[src/ilt_pkg.sv]
// indexed list table: shared constants, operation codes and word types
// used by indexed_list_table_top; no dependencies
package ilt_pkg;

  localparam int CAPACITY     = 64;
  localparam int ELEMENT_BITS = 16;
  localparam int CNT_W        = 7;
  localparam int ADDR_W       = $clog2(CAPACITY);
  localparam int OP_W         = 4;

  localparam logic [OP_W-1:0] OP_ADD          = 4'd0;
  localparam logic [OP_W-1:0] OP_INSERT       = 4'd1;
  localparam logic [OP_W-1:0] OP_GET          = 4'd2;
  localparam logic [OP_W-1:0] OP_SET          = 4'd3;
  localparam logic [OP_W-1:0] OP_REMOVE_AT    = 4'd4;
  localparam logic [OP_W-1:0] OP_REMOVE_VALUE = 4'd5;
  localparam logic [OP_W-1:0] OP_REMOVE_RANGE = 4'd6;
  localparam logic [OP_W-1:0] OP_FIRST_INDEX  = 4'd7;
  localparam logic [OP_W-1:0] OP_LAST_INDEX   = 4'd8;
  localparam logic [OP_W-1:0] OP_CONTAINS     = 4'd9;
  localparam logic [OP_W-1:0] OP_CLEAR        = 4'd10;
  localparam logic [OP_W-1:0] OP_SET_SIZE     = 4'd11;

  typedef struct packed {
    logic [OP_W-1:0]         operation;
    logic [CNT_W-1:0]        index;
    logic [CNT_W-1:0]        range_end;
    logic [CNT_W-1:0]        new_size;
    logic [ELEMENT_BITS-1:0] element;
  } req_t;

  typedef struct packed {
    logic                    ok;
    logic [ELEMENT_BITS-1:0] value;
    logic [CNT_W-1:0]        position;
    logic [CNT_W-1:0]        count;
  } rsp_t;

endpackage

[src/indexed_list_table_top.sv]
// indexed list table: ordered list of handles held in one synchronous ram
// with a sequencer that shifts, searches and fills one entry per cycle
// depends on ilt_pkg
//
// usage:
//   request channel req / req_valid / req_stall carries one operation word;
//   response channel rsp / rsp_valid / rsp_stall returns exactly one word
//   per request (ok, value, position, count after the request).
//   one request is worked at a time; req_stall is high from acceptance
//   until the result has been moved into the output register.
// steps per operation, n = entry count:
//   add, clear, failed checks, shrinking set_size: straight to the output stage
//   get, set: one ram read of entry i; set then writes the new element
//   insert at i: entries i .. n-1 shift up by one, top first, then the write
//   remove_at i: entries above i shift down by one
//   remove_range [from, to): entries from to upward shift down to from
//   searches: scan entry by entry; remove_value then shifts as remove_at
//   growing set_size: entries n .. new_size-1 are written with zero
// the ram has a single read and a single write port: each
// shift step reads one entry and writes one entry per cycle.
// the next request can be taken while a result waits in the output register.
// reset empties the list (count 0) and drops any pending response; entry
// contents stay undefined until written. a stalled response holds and the
// block stops after finishing at most one more request.
module indexed_list_table_top (
  input  logic          clk,
  input  logic          rst,
  input  logic          req_valid,
  output logic          req_stall,
  input  ilt_pkg::req_t req,
  output logic          rsp_valid,
  input  logic          rsp_stall,
  output ilt_pkg::rsp_t rsp
);
  import ilt_pkg::*;

  localparam logic [2:0] S_IDLE = 3'd0;
  localparam logic [2:0] S_SHUP = 3'd1;
  localparam logic [2:0] S_SHDN = 3'd2;
  localparam logic [2:0] S_SCAN = 3'd3;
  localparam logic [2:0] S_READ = 3'd4;
  localparam logic [2:0] S_FILL = 3'd5;
  localparam logic [2:0] S_DONE = 3'd6;

  localparam logic [CNT_W-1:0] CAP_C = CNT_W'(CAPACITY);

  logic [ELEMENT_BITS-1:0] mem [CAPACITY];
  logic [ELEMENT_BITS-1:0] rdata;
  logic                    mem_we, mem_re;
  logic [ADDR_W-1:0]       mem_waddr, mem_raddr;
  logic [ELEMENT_BITS-1:0] mem_wdata;

  logic [2:0]              state, state_next;
  logic [OP_W-1:0]         op, op_next;
  logic [ELEMENT_BITS-1:0] elem, elem_next;
  logic [CNT_W-1:0]        idx, idx_next;
  logic [CNT_W-1:0]        lim, lim_next;
  logic [CNT_W-1:0]        count, count_next;
  logic [CNT_W-1:0]        rp, rp_next;
  logic [CNT_W-1:0]        wp, wp_next;
  logic                    pend, pend_next;
  logic [CNT_W-1:0]        pend_addr, pend_addr_next;
  logic                    res_ok, res_ok_next;
  logic [ELEMENT_BITS-1:0] res_value, res_value_next;
  logic [CNT_W-1:0]        res_pos, res_pos_next;
  logic                    rsp_valid_next;
  rsp_t                    rsp_next;

  logic [CNT_W-1:0] rp_dec, rp_inc, wp_inc, pend_inc;
  logic             hit;

  assign rp_dec   = rp - 1'b1;
  assign rp_inc   = rp + 1'b1;
  assign wp_inc   = wp + 1'b1;
  assign pend_inc = pend_addr + 1'b1;
  assign hit      = pend && (rdata == elem);

  assign req_stall = (state != S_IDLE);

  always_ff @(posedge clk) begin
    if (mem_we) begin
      mem[mem_waddr] <= mem_wdata;
    end
    if (mem_re) begin
      rdata <= mem[mem_raddr];
    end
  end

  always_comb begin
    state_next     = state;
    op_next        = op;
    elem_next      = elem;
    idx_next       = idx;
    lim_next       = lim;
    count_next     = count;
    rp_next        = rp;
    wp_next        = wp;
    pend_next      = 1'b0;
    pend_addr_next = pend_addr;
    res_ok_next    = res_ok;
    res_value_next = res_value;
    res_pos_next   = res_pos;
    rsp_valid_next = rsp_valid && rsp_stall;
    rsp_next       = rsp;
    mem_we         = 1'b0;
    mem_waddr      = '0;
    mem_wdata      = '0;
    mem_re         = 1'b0;
    mem_raddr      = '0;

    case (state)
      S_IDLE: begin
        if (req_valid) begin
          op_next        = req.operation;
          elem_next      = req.element;
          idx_next       = req.index;
          res_ok_next    = 1'b0;
          res_value_next = '0;
          res_pos_next   = '0;
          state_next     = S_DONE;
          case (req.operation)
            OP_ADD: begin
              if (count < CAP_C) begin
                mem_we      = 1'b1;
                mem_waddr   = count[ADDR_W-1:0];
                mem_wdata   = req.element;
                count_next  = count + 1'b1;
                res_ok_next = 1'b1;
              end
            end
            OP_INSERT: begin
              if (count < CAP_C && req.index <= count) begin
                rp_next    = count;
                state_next = S_SHUP;
              end
            end
            OP_GET, OP_SET: begin
              if (req.index < count) begin
                mem_re     = 1'b1;
                mem_raddr  = req.index[ADDR_W-1:0];
                state_next = S_READ;
              end
            end
            OP_REMOVE_AT: begin
              if (req.index < count) begin
                wp_next    = req.index;
                rp_next    = req.index + 1'b1;
                state_next = S_SHDN;
              end
            end
            OP_REMOVE_RANGE: begin
              if (req.index < req.range_end && req.range_end <= count) begin
                wp_next    = req.index;
                rp_next    = req.range_end;
                state_next = S_SHDN;
              end
            end
            OP_REMOVE_VALUE, OP_CONTAINS: begin
              rp_next    = '0;
              state_next = S_SCAN;
            end
            OP_FIRST_INDEX: begin
              rp_next      = '0;
              res_pos_next = count;
              state_next   = S_SCAN;
            end
            OP_LAST_INDEX: begin
              rp_next      = count;
              res_pos_next = count;
              state_next   = S_SCAN;
            end
            OP_CLEAR: begin
              count_next  = '0;
              res_ok_next = 1'b1;
            end
            OP_SET_SIZE: begin
              if (req.new_size < count) begin
                count_next  = req.new_size;
                res_ok_next = 1'b1;
              end else if (req.new_size <= CAP_C) begin
                wp_next    = count;
                lim_next   = req.new_size;
                state_next = S_FILL;
              end
            end
            default: begin
            end
          endcase
        end
      end

      // move entries up by one, top first
      S_SHUP: begin
        if (pend) begin
          mem_we    = 1'b1;
          mem_waddr = pend_inc[ADDR_W-1:0];
          mem_wdata = rdata;
        end
        if (rp > idx) begin
          mem_re         = 1'b1;
          mem_raddr      = rp_dec[ADDR_W-1:0];
          rp_next        = rp_dec;
          pend_next      = 1'b1;
          pend_addr_next = rp_dec;
        end else if (!pend) begin
          mem_we      = 1'b1;
          mem_waddr   = idx[ADDR_W-1:0];
          mem_wdata   = elem;
          count_next  = count + 1'b1;
          res_ok_next = 1'b1;
          state_next  = S_DONE;
        end
      end

      // move entries down by the gap rp - wp
      S_SHDN: begin
        if (pend) begin
          mem_we    = 1'b1;
          mem_waddr = wp[ADDR_W-1:0];
          mem_wdata = rdata;
          wp_next   = wp_inc;
        end
        if (rp < count) begin
          mem_re    = 1'b1;
          mem_raddr = rp[ADDR_W-1:0];
          rp_next   = rp_inc;
          pend_next = 1'b1;
        end else if (!pend) begin
          count_next  = wp;
          res_ok_next = 1'b1;
          state_next  = S_DONE;
        end
      end

      S_SCAN: begin
        if (hit) begin
          case (op)
            OP_REMOVE_VALUE: begin
              wp_next    = pend_addr;
              rp_next    = pend_inc;
              state_next = S_SHDN;
            end
            OP_FIRST_INDEX, OP_LAST_INDEX: begin
              res_pos_next = pend_addr;
              res_ok_next  = 1'b1;
              state_next   = S_DONE;
            end
            default: begin
              res_ok_next = 1'b1;
              state_next  = S_DONE;
            end
          endcase
        end else if (op == OP_LAST_INDEX && rp != '0) begin
          mem_re         = 1'b1;
          mem_raddr      = rp_dec[ADDR_W-1:0];
          rp_next        = rp_dec;
          pend_next      = 1'b1;
          pend_addr_next = rp_dec;
        end else if (op != OP_LAST_INDEX && rp < count) begin
          mem_re         = 1'b1;
          mem_raddr      = rp[ADDR_W-1:0];
          rp_next        = rp_inc;
          pend_next      = 1'b1;
          pend_addr_next = rp;
        end else if (!pend) begin
          state_next = S_DONE;
        end
      end

      S_READ: begin
        res_value_next = rdata;
        res_ok_next    = 1'b1;
        if (op == OP_SET) begin
          mem_we    = 1'b1;
          mem_waddr = idx[ADDR_W-1:0];
          mem_wdata = elem;
        end
        state_next = S_DONE;
      end

      // zero-fill on growing set_size
      S_FILL: begin
        if (wp < lim) begin
          mem_we    = 1'b1;
          mem_waddr = wp[ADDR_W-1:0];
          mem_wdata = '0;
          wp_next   = wp_inc;
        end else begin
          count_next  = lim;
          res_ok_next = 1'b1;
          state_next  = S_DONE;
        end
      end

      S_DONE: begin
        if (!rsp_valid || !rsp_stall) begin
          rsp_valid_next    = 1'b1;
          rsp_next.ok       = res_ok;
          rsp_next.value    = res_value;
          rsp_next.position = res_pos;
          rsp_next.count    = count;
          state_next        = S_IDLE;
        end
      end

      default: begin
        state_next = S_IDLE;
      end
    endcase
  end

  always_ff @(posedge clk) begin
    if (rst) begin
      state     <= S_IDLE;
      count     <= '0;
      pend      <= 1'b0;
      rsp_valid <= 1'b0;
    end else begin
      state     <= state_next;
      count     <= count_next;
      pend      <= pend_next;
      rsp_valid <= rsp_valid_next;
    end
  end

  always_ff @(posedge clk) begin
    op        <= op_next;
    elem      <= elem_next;
    idx       <= idx_next;
    lim       <= lim_next;
    rp        <= rp_next;
    wp        <= wp_next;
    pend_addr <= pend_addr_next;
    res_ok    <= res_ok_next;
    res_value <= res_value_next;
    res_pos   <= res_pos_next;
    rsp       <= rsp_next;
  end

endmodule

[config.mk]
export PLATFORM = sky130hd
export DESIGN_NAME = indexed_list_table_top
export DESIGN_NICKNAME = d
export VERILOG_FILES = /design/src/ilt_pkg.sv /design/src/indexed_list_table_top.sv
export SDC_FILE = /design/constraint.sdc
export NUM_CORES = 2
export LEC_CHECK = 0
export ABC_AREA = 1
export ABC_CLOCK_PERIOD_IN_PS = 7400
export BUFFER_PORTS_ARGS = -buffer_cell sky130_fd_sc_hd__buf_2
export CORE_UTILIZATION = 36
export CTS_CLUSTER_SIZE = 40
export DETAILED_ROUTE_END_ITERATION = 8
export RECOVER_POWER = 50
export SLEW_MARGIN = 20
export SYNTH_ARGS = -nofsm -noshare
export SYNTH_HDL_FRONTEND = slang
export SYNTH_SLANG_ARGS = --single-unit
[constraint.sdc]
create_clock -name clk -period 7.4 [get_ports clk]
set_input_delay 0.74 -clock clk [delete_from_list [all_inputs] [get_ports clk]]
set_output_delay 0.74 -clock clk [all_outputs]
set_load 0.01 [all_outputs]
# == Yosys cells after proc, flatten, opt, wreduce, memory -nomap -nowiden ==
# Memory sizes are Yosys's and may differ from the RTL's. A register that Yosys moved wholly into a read port is not among the register bits.
# Index checks and enable logic that the tools add are counted.
# Widths: inputs -> output; s select.
# op_classes
n_addsub,6
n_lt_le_gt_ge,10
n_eq_ne,54
n_mux,122
bitwise,1
n_reduce_logical,36
# ops
op,n
$mux 7,34
$mux 16,8
$mux 6,17
$pmux 7 s4,3
$pmux 16 s4,1
$pmux 7 s3,2
$mux 3,13
$add 7x1->7 const B,5
$lt 7x7->1,5
$pmux 7 s5,1
$pmux 16 s2,1
$ne 3x3->1 const B,10
$pmux 6 s5,1
$mux 1,28
$ne 2x2->1 const B,14
$pmux 7 s2,2
$eq 4x3->1 const B,6
$pmux 6 s4,1
$pmux 3 s7,1
$eq 4x4->1 const B,5
$reduce_and 10->1,2
$pmux 3 s6,1
$eq 16x16->1,1
$le 7x7->1,2
other kinds (38),65
# word_totals
reg_bits,122
ram_bits,1024
inputBits,45
out_inout_bits,33
elab_cells,248
memories,1
# memory_table
name,words,width,rd,rd_ports_with_merged_regs,write_ports,line,rtl
mem,64,16,1,1,1,indexed_list_table_top.sv:47,logic [ELEMENT_BITS-1:0] mem [CAPACITY];

# == Depth between registers and ports, before layout ==
# depth
word_depth,7
mapped_depth,23
mapped_depth_nobuf,21

# == Worst setup path before layout ==
# Ideal clock, no wire load.
# synth_timing
path_kind,input port to flip-flop
start,in req[40] (netlist bit)
end,"mem mem[0][0], data pin"
setup_time_ps,588
t_arrival_ps,3820
required_time_ps,6812
slack_ps,2992
stages,7
n_path_buf,2
path_cell_list,nor2_1 > nand3_1 > nor2_1 > clkbuf_1 > clkbuf_1 > nand2_1 > a31oi_1
# synth_via
elab_chain_cells,4
# synth_rtl
element,line,rtl
start: declaration,indexed_list_table_top.sv:30,"input ilt_pkg::req_t req,"
$logic_not 4->1,indexed_list_table_top.sv:121,case (req.operation)
$mux 16,indexed_list_table_top.sv:121,
$mux 16,indexed_list_table_top.sv:113,if (req_valid) begin
$pmux 16 s4,indexed_list_table_top.sv:111,case (state)
named net mem_wdata[0],indexed_list_table_top.sv:51,logic [ELEMENT_BITS-1:0] mem_wdata;
end: declaration,indexed_list_table_top.sv:47,
# The timed path passes the listed nets, and every way through them passes these cells.

# == Worst setup path in the final report ==
# layout_timing
start,reg state[1]
end,"mem mem[15][11], data pin"
# layout_via
elab_chain_cells,2
word_cells_on_any_way,5
classes_between,3 x eq/ne; 1 x mux; 1 x reduce/logical
# layout_rtl
element,line,rtl
start: declaration,indexed_list_table_top.sv:53,"logic [2:0] state, state_next;"
start signal: assignment,indexed_list_table_top.sv:319,state <= state_next;
$eq 3x3->1 (tied with other cells),indexed_list_table_top.sv:111,
$pmux 16 s4 (*),indexed_list_table_top.sv:111,
named net mem_wdata[11],indexed_list_table_top.sv:51,
# The timed path passes the listed nets; every way through them passes the cells marked *.

==> metrics <==
IO Count=78; Reg2Reg Capture Point=mem[15][11]$_DFFE_PP_; Die W=between 300 and 400 microns; Top FF cell, synth=edfxtp_1; dpl cell area=55900 sq um; multiplexer area fraction after synthesis=0.000188; Post-Syn Area=between 50000 and 60000 sq um; multi-input logic area=between 15000 and 20000 sq um; Placer Congestion=a little over 0.9; first-pass GRT wire length=roughly 240000 microns; Final Util=0.407; Post-synth EDFFs=roughly 1200; Worst slew margin=-0.636; Reg area=around 35000 sq um; Synth Register Bits=1162; Critical Path Sink Type=flop; Cell Rows=between 100 and 150; Reg2Reg Setup Slack=around 1.3 ns; top post-synthesis cells by area=edfxtp_1 (65%), nand3_1 (11%), nand2_1 (9.0%); hold depth=1; Final HPWL DP=about 97000 microns; RSZ-0062 raised after global routing=no; Fillers=between 10000 and 15000; Cells after DPL=roughly 6900; fraction of layout cells with a size suffix above 1=0.0663; leakage power=between 20 and 25 nW; All-Layer GR Usage=0.212; Post-CTS Setup Inserts=0; clock slew at reported path FFs=roughly 0.060 ns; post-synth top area share=0.648; syn_nets=5179; fin area=59600 sq um; Initial Utilization=0.364; Max Transition Viols Final=between 300 and 400; drt wl/cell=approximately 23 microns; clk root buf=clkbuf_16; port buffer count=77; clock sink count=between 1000 and 1500; Mapped Cells=~5100; type of origin of the critical path=flop; Synth Area in Simple Gates=0.240; CTS Buffer Depth=3; drc violations=0; worst vdd ir=~0.00036 V; post-synthesis cell type count=50; Yosys top cell by area=edfxtp_1; Compound-Gate Fraction of Synth Area=0.0235; Hold Path Class=input pin to flop; hold endpoint=elem[14]$_DFFE_PP_; Worst-Margin Slew=roughly 2.4 ns; critical path required time=~7.6 ns; Max Cap Violations=11; Final ANT Viol Nets=0; CP Data Arrival Time=between 6 and 7 ns; clk_lat worst skew=~0.74 ns; WS Path Type=flop to flop; Max FO, Critical Path=40; Setup Total Neg Slack=0 ns; CTS tree=yes; Pre-Repair DR Iteration Count=6; Num CTS Buffers=between 100 and 150; main combinational cell family by area after synthesis=simple AND/OR/NAND/NOR gates; Post-synth ARST share=0; xor and xnor area share after synthesis=0.00329; fin crit period=just over 6 ns; Final period util=0.823; synthesized area per cell=approximately 10 sq um; vias in the first global route=between 30000 and 40000; Critical R2R Launch=state[1]$_SDFFE_PP0P_; GRT overflow=0; outcome=finished, violations left; post-synthesis sequential area ratio=0.653; H-tree levels=3; Max Freq=164 MHz; hold_buf cts=0; core area=146000 sq um; pre-CTS setup slack=approximately 2.3 ns; DR vias=roughly 38000; DR iter-0 viols=5013; initial antenna violation count=3; die height=approximately 390 microns; clock skew=0.0384 ns; slack of the critical path=about 1.3 ns; post-CTS sizing=0; Nets=between 5000 and 6000; hold slack=0.225 ns; worst reg-to-reg path cell count=9; Synth Area in Adders=0.0132; count of final hold-check violations=0; setup violators final=0; Final Power=between 15 and 20 mW; PwrDens=327 nW/um^2; pin count of the biggest net entering global routing=approximately 180; hold path startpoint=req[14]; drt total wl=162000 microns; Yosys warnings=0; non-filler cells, final=roughly 7000; vias per inst=5.38; Die ar.=150000 sq um; failing checks=capacitance limit, slew limit; Layout Area Growth over Synthesis=11.8%
## cell usage in the layout (no fill, tap or decap), types with 15 or more instances in the layout
master	Yosys	routed
nand2_1	1271	1269
edfxtp_1	1150	1150
nand3_1	1139	1139
inv_1	515	520
nand3b_1	179	179
nor2_1	173	171
clkbuf_16	0	122
clkbuf_1	82	102
buf_4	31	98
o21ai_0	56	58
ha_1	56	56
a21oi_1	49	47
clkinv_1	1	28
clkinv_2	0	23
nand4_1	19	19
xor2_1	16	16
buf_12	0	15
## cell usage after synthesis, types with 5 or more instances
cell / n
a211oi_1: 5
a21oi_1: 49
a221oi_1: 11
a31oi_1: 14
buf_1: 26
buf_2: 127
buf_4: 31
buf_6: 23
clkbuf_1: 82
dfxtp_1: 12
edfxtp_1: 1150
ha_1: 56
inv_1: 515
inv_2: 17
nand2_1: 1271
nand3_1: 1139
nand3b_1: 179
nand4_1: 19
nor2_1: 173
nor3_1: 16
o2111ai_1: 5
o211ai_1: 11
o21ai_0: 56
o221ai_1: 12
o22ai_1: 10
o31ai_1: 7
xor2_1: 16
## cells by family (layout without fill, tap and decap cells)
group,after synthesis,in the layout
adders and majority gates,56,56
and+or+nand+nor,2815,2815
xor gates and xnor gates,20,20
muxes,1,1
buffers and inverters,824,965
AOI/OAI and AO/OA,200,200
DFF,1162,1162
other,0,1
## routing by layer
| metal | vias to the layer above | part of all wire | GRT usage |
|---|---|---|---|
| met5 | - | 0.000074 | 0 |
| met4 | 2 | 0.032 | 0.0694 |
| met3 | 271 | 0.082 | 0.0294 |
| met2 | 1730 | 0.45 | 0.329 |
| met1 | 18821 | 0.43 | 0.306 |
| li1 | 17586 | - | - |
## power by group
| part | internal, mW | switching [mW] | total, mW |
|---|---|---|---|
| clock network | 3.30 | 2.62 | 5.92 |
| registers | 7.73 | 0.283 | 8.01 |
| logic | 1.28 | 4.28 | 5.56 |
| total | 12.3 | 7.18 | 19.5 |
## registers in the layout, indices dropped and copies added, names as in the netlist
register and count:
elem 16, pend_addr 7, mem 1024, pend 1
rsp 31, lim 7, state 3, wp 7
rsp_valid 1, res_pos 7, rp 7, res_value 16
rdata 16, op 4, res_ok 1, count 7
idx 7
## cell type report
cell class                      instances  share of cell area
Clock buffer                          152              0.0535
Inverter                              533              0.0338
Clock inverter                         75              0.0111
Antenna cell                            1           0.0000420
Timing Repair Buffer                  205              0.0239
Multi-Input combinational cell       3092               0.254
Sequential cell                      1162               0.584
Tap cell                             1917              0.0403
## how the worst max path moves through the flow
stage          slack [ns]                  start                     to  depth (start not counted)
2_1_floorplan        2.99                req[40]    mem[0][0]$_DFFE_PP_                          7
3_3_place_gp         1.97        rp[2]$_DFFE_PP_  mem[44][10]$_DFFE_PP_                         14
3_5_place_dp         2.33        rp[2]$_DFFE_PP_   mem[38][1]$_DFFE_PP_                         15
4_1_cts              2.28        rp[2]$_DFFE_PP_   mem[38][5]$_DFFE_PP_                         15
5_1_grt              1.08  state[1]$_SDFFE_PP0P_   mem[0][11]$_DFFE_PP_                          9
6_report             1.31  state[1]$_SDFFE_PP0P_  mem[15][11]$_DFFE_PP_                          9
## worst max-delay path, stage by stage, from the launching register on
cell      delay, ns
dfxtp_1        0.43
nor2_1         0.24
nand2_1        0.43
inv_1          0.65
nand2_1        0.26
o21ai_0        0.20
clkbuf_1       0.70
nand2_1        0.22
a31oi_4        0.76
clkbuf_1       1.60
(Power assumes the default switching activity.)
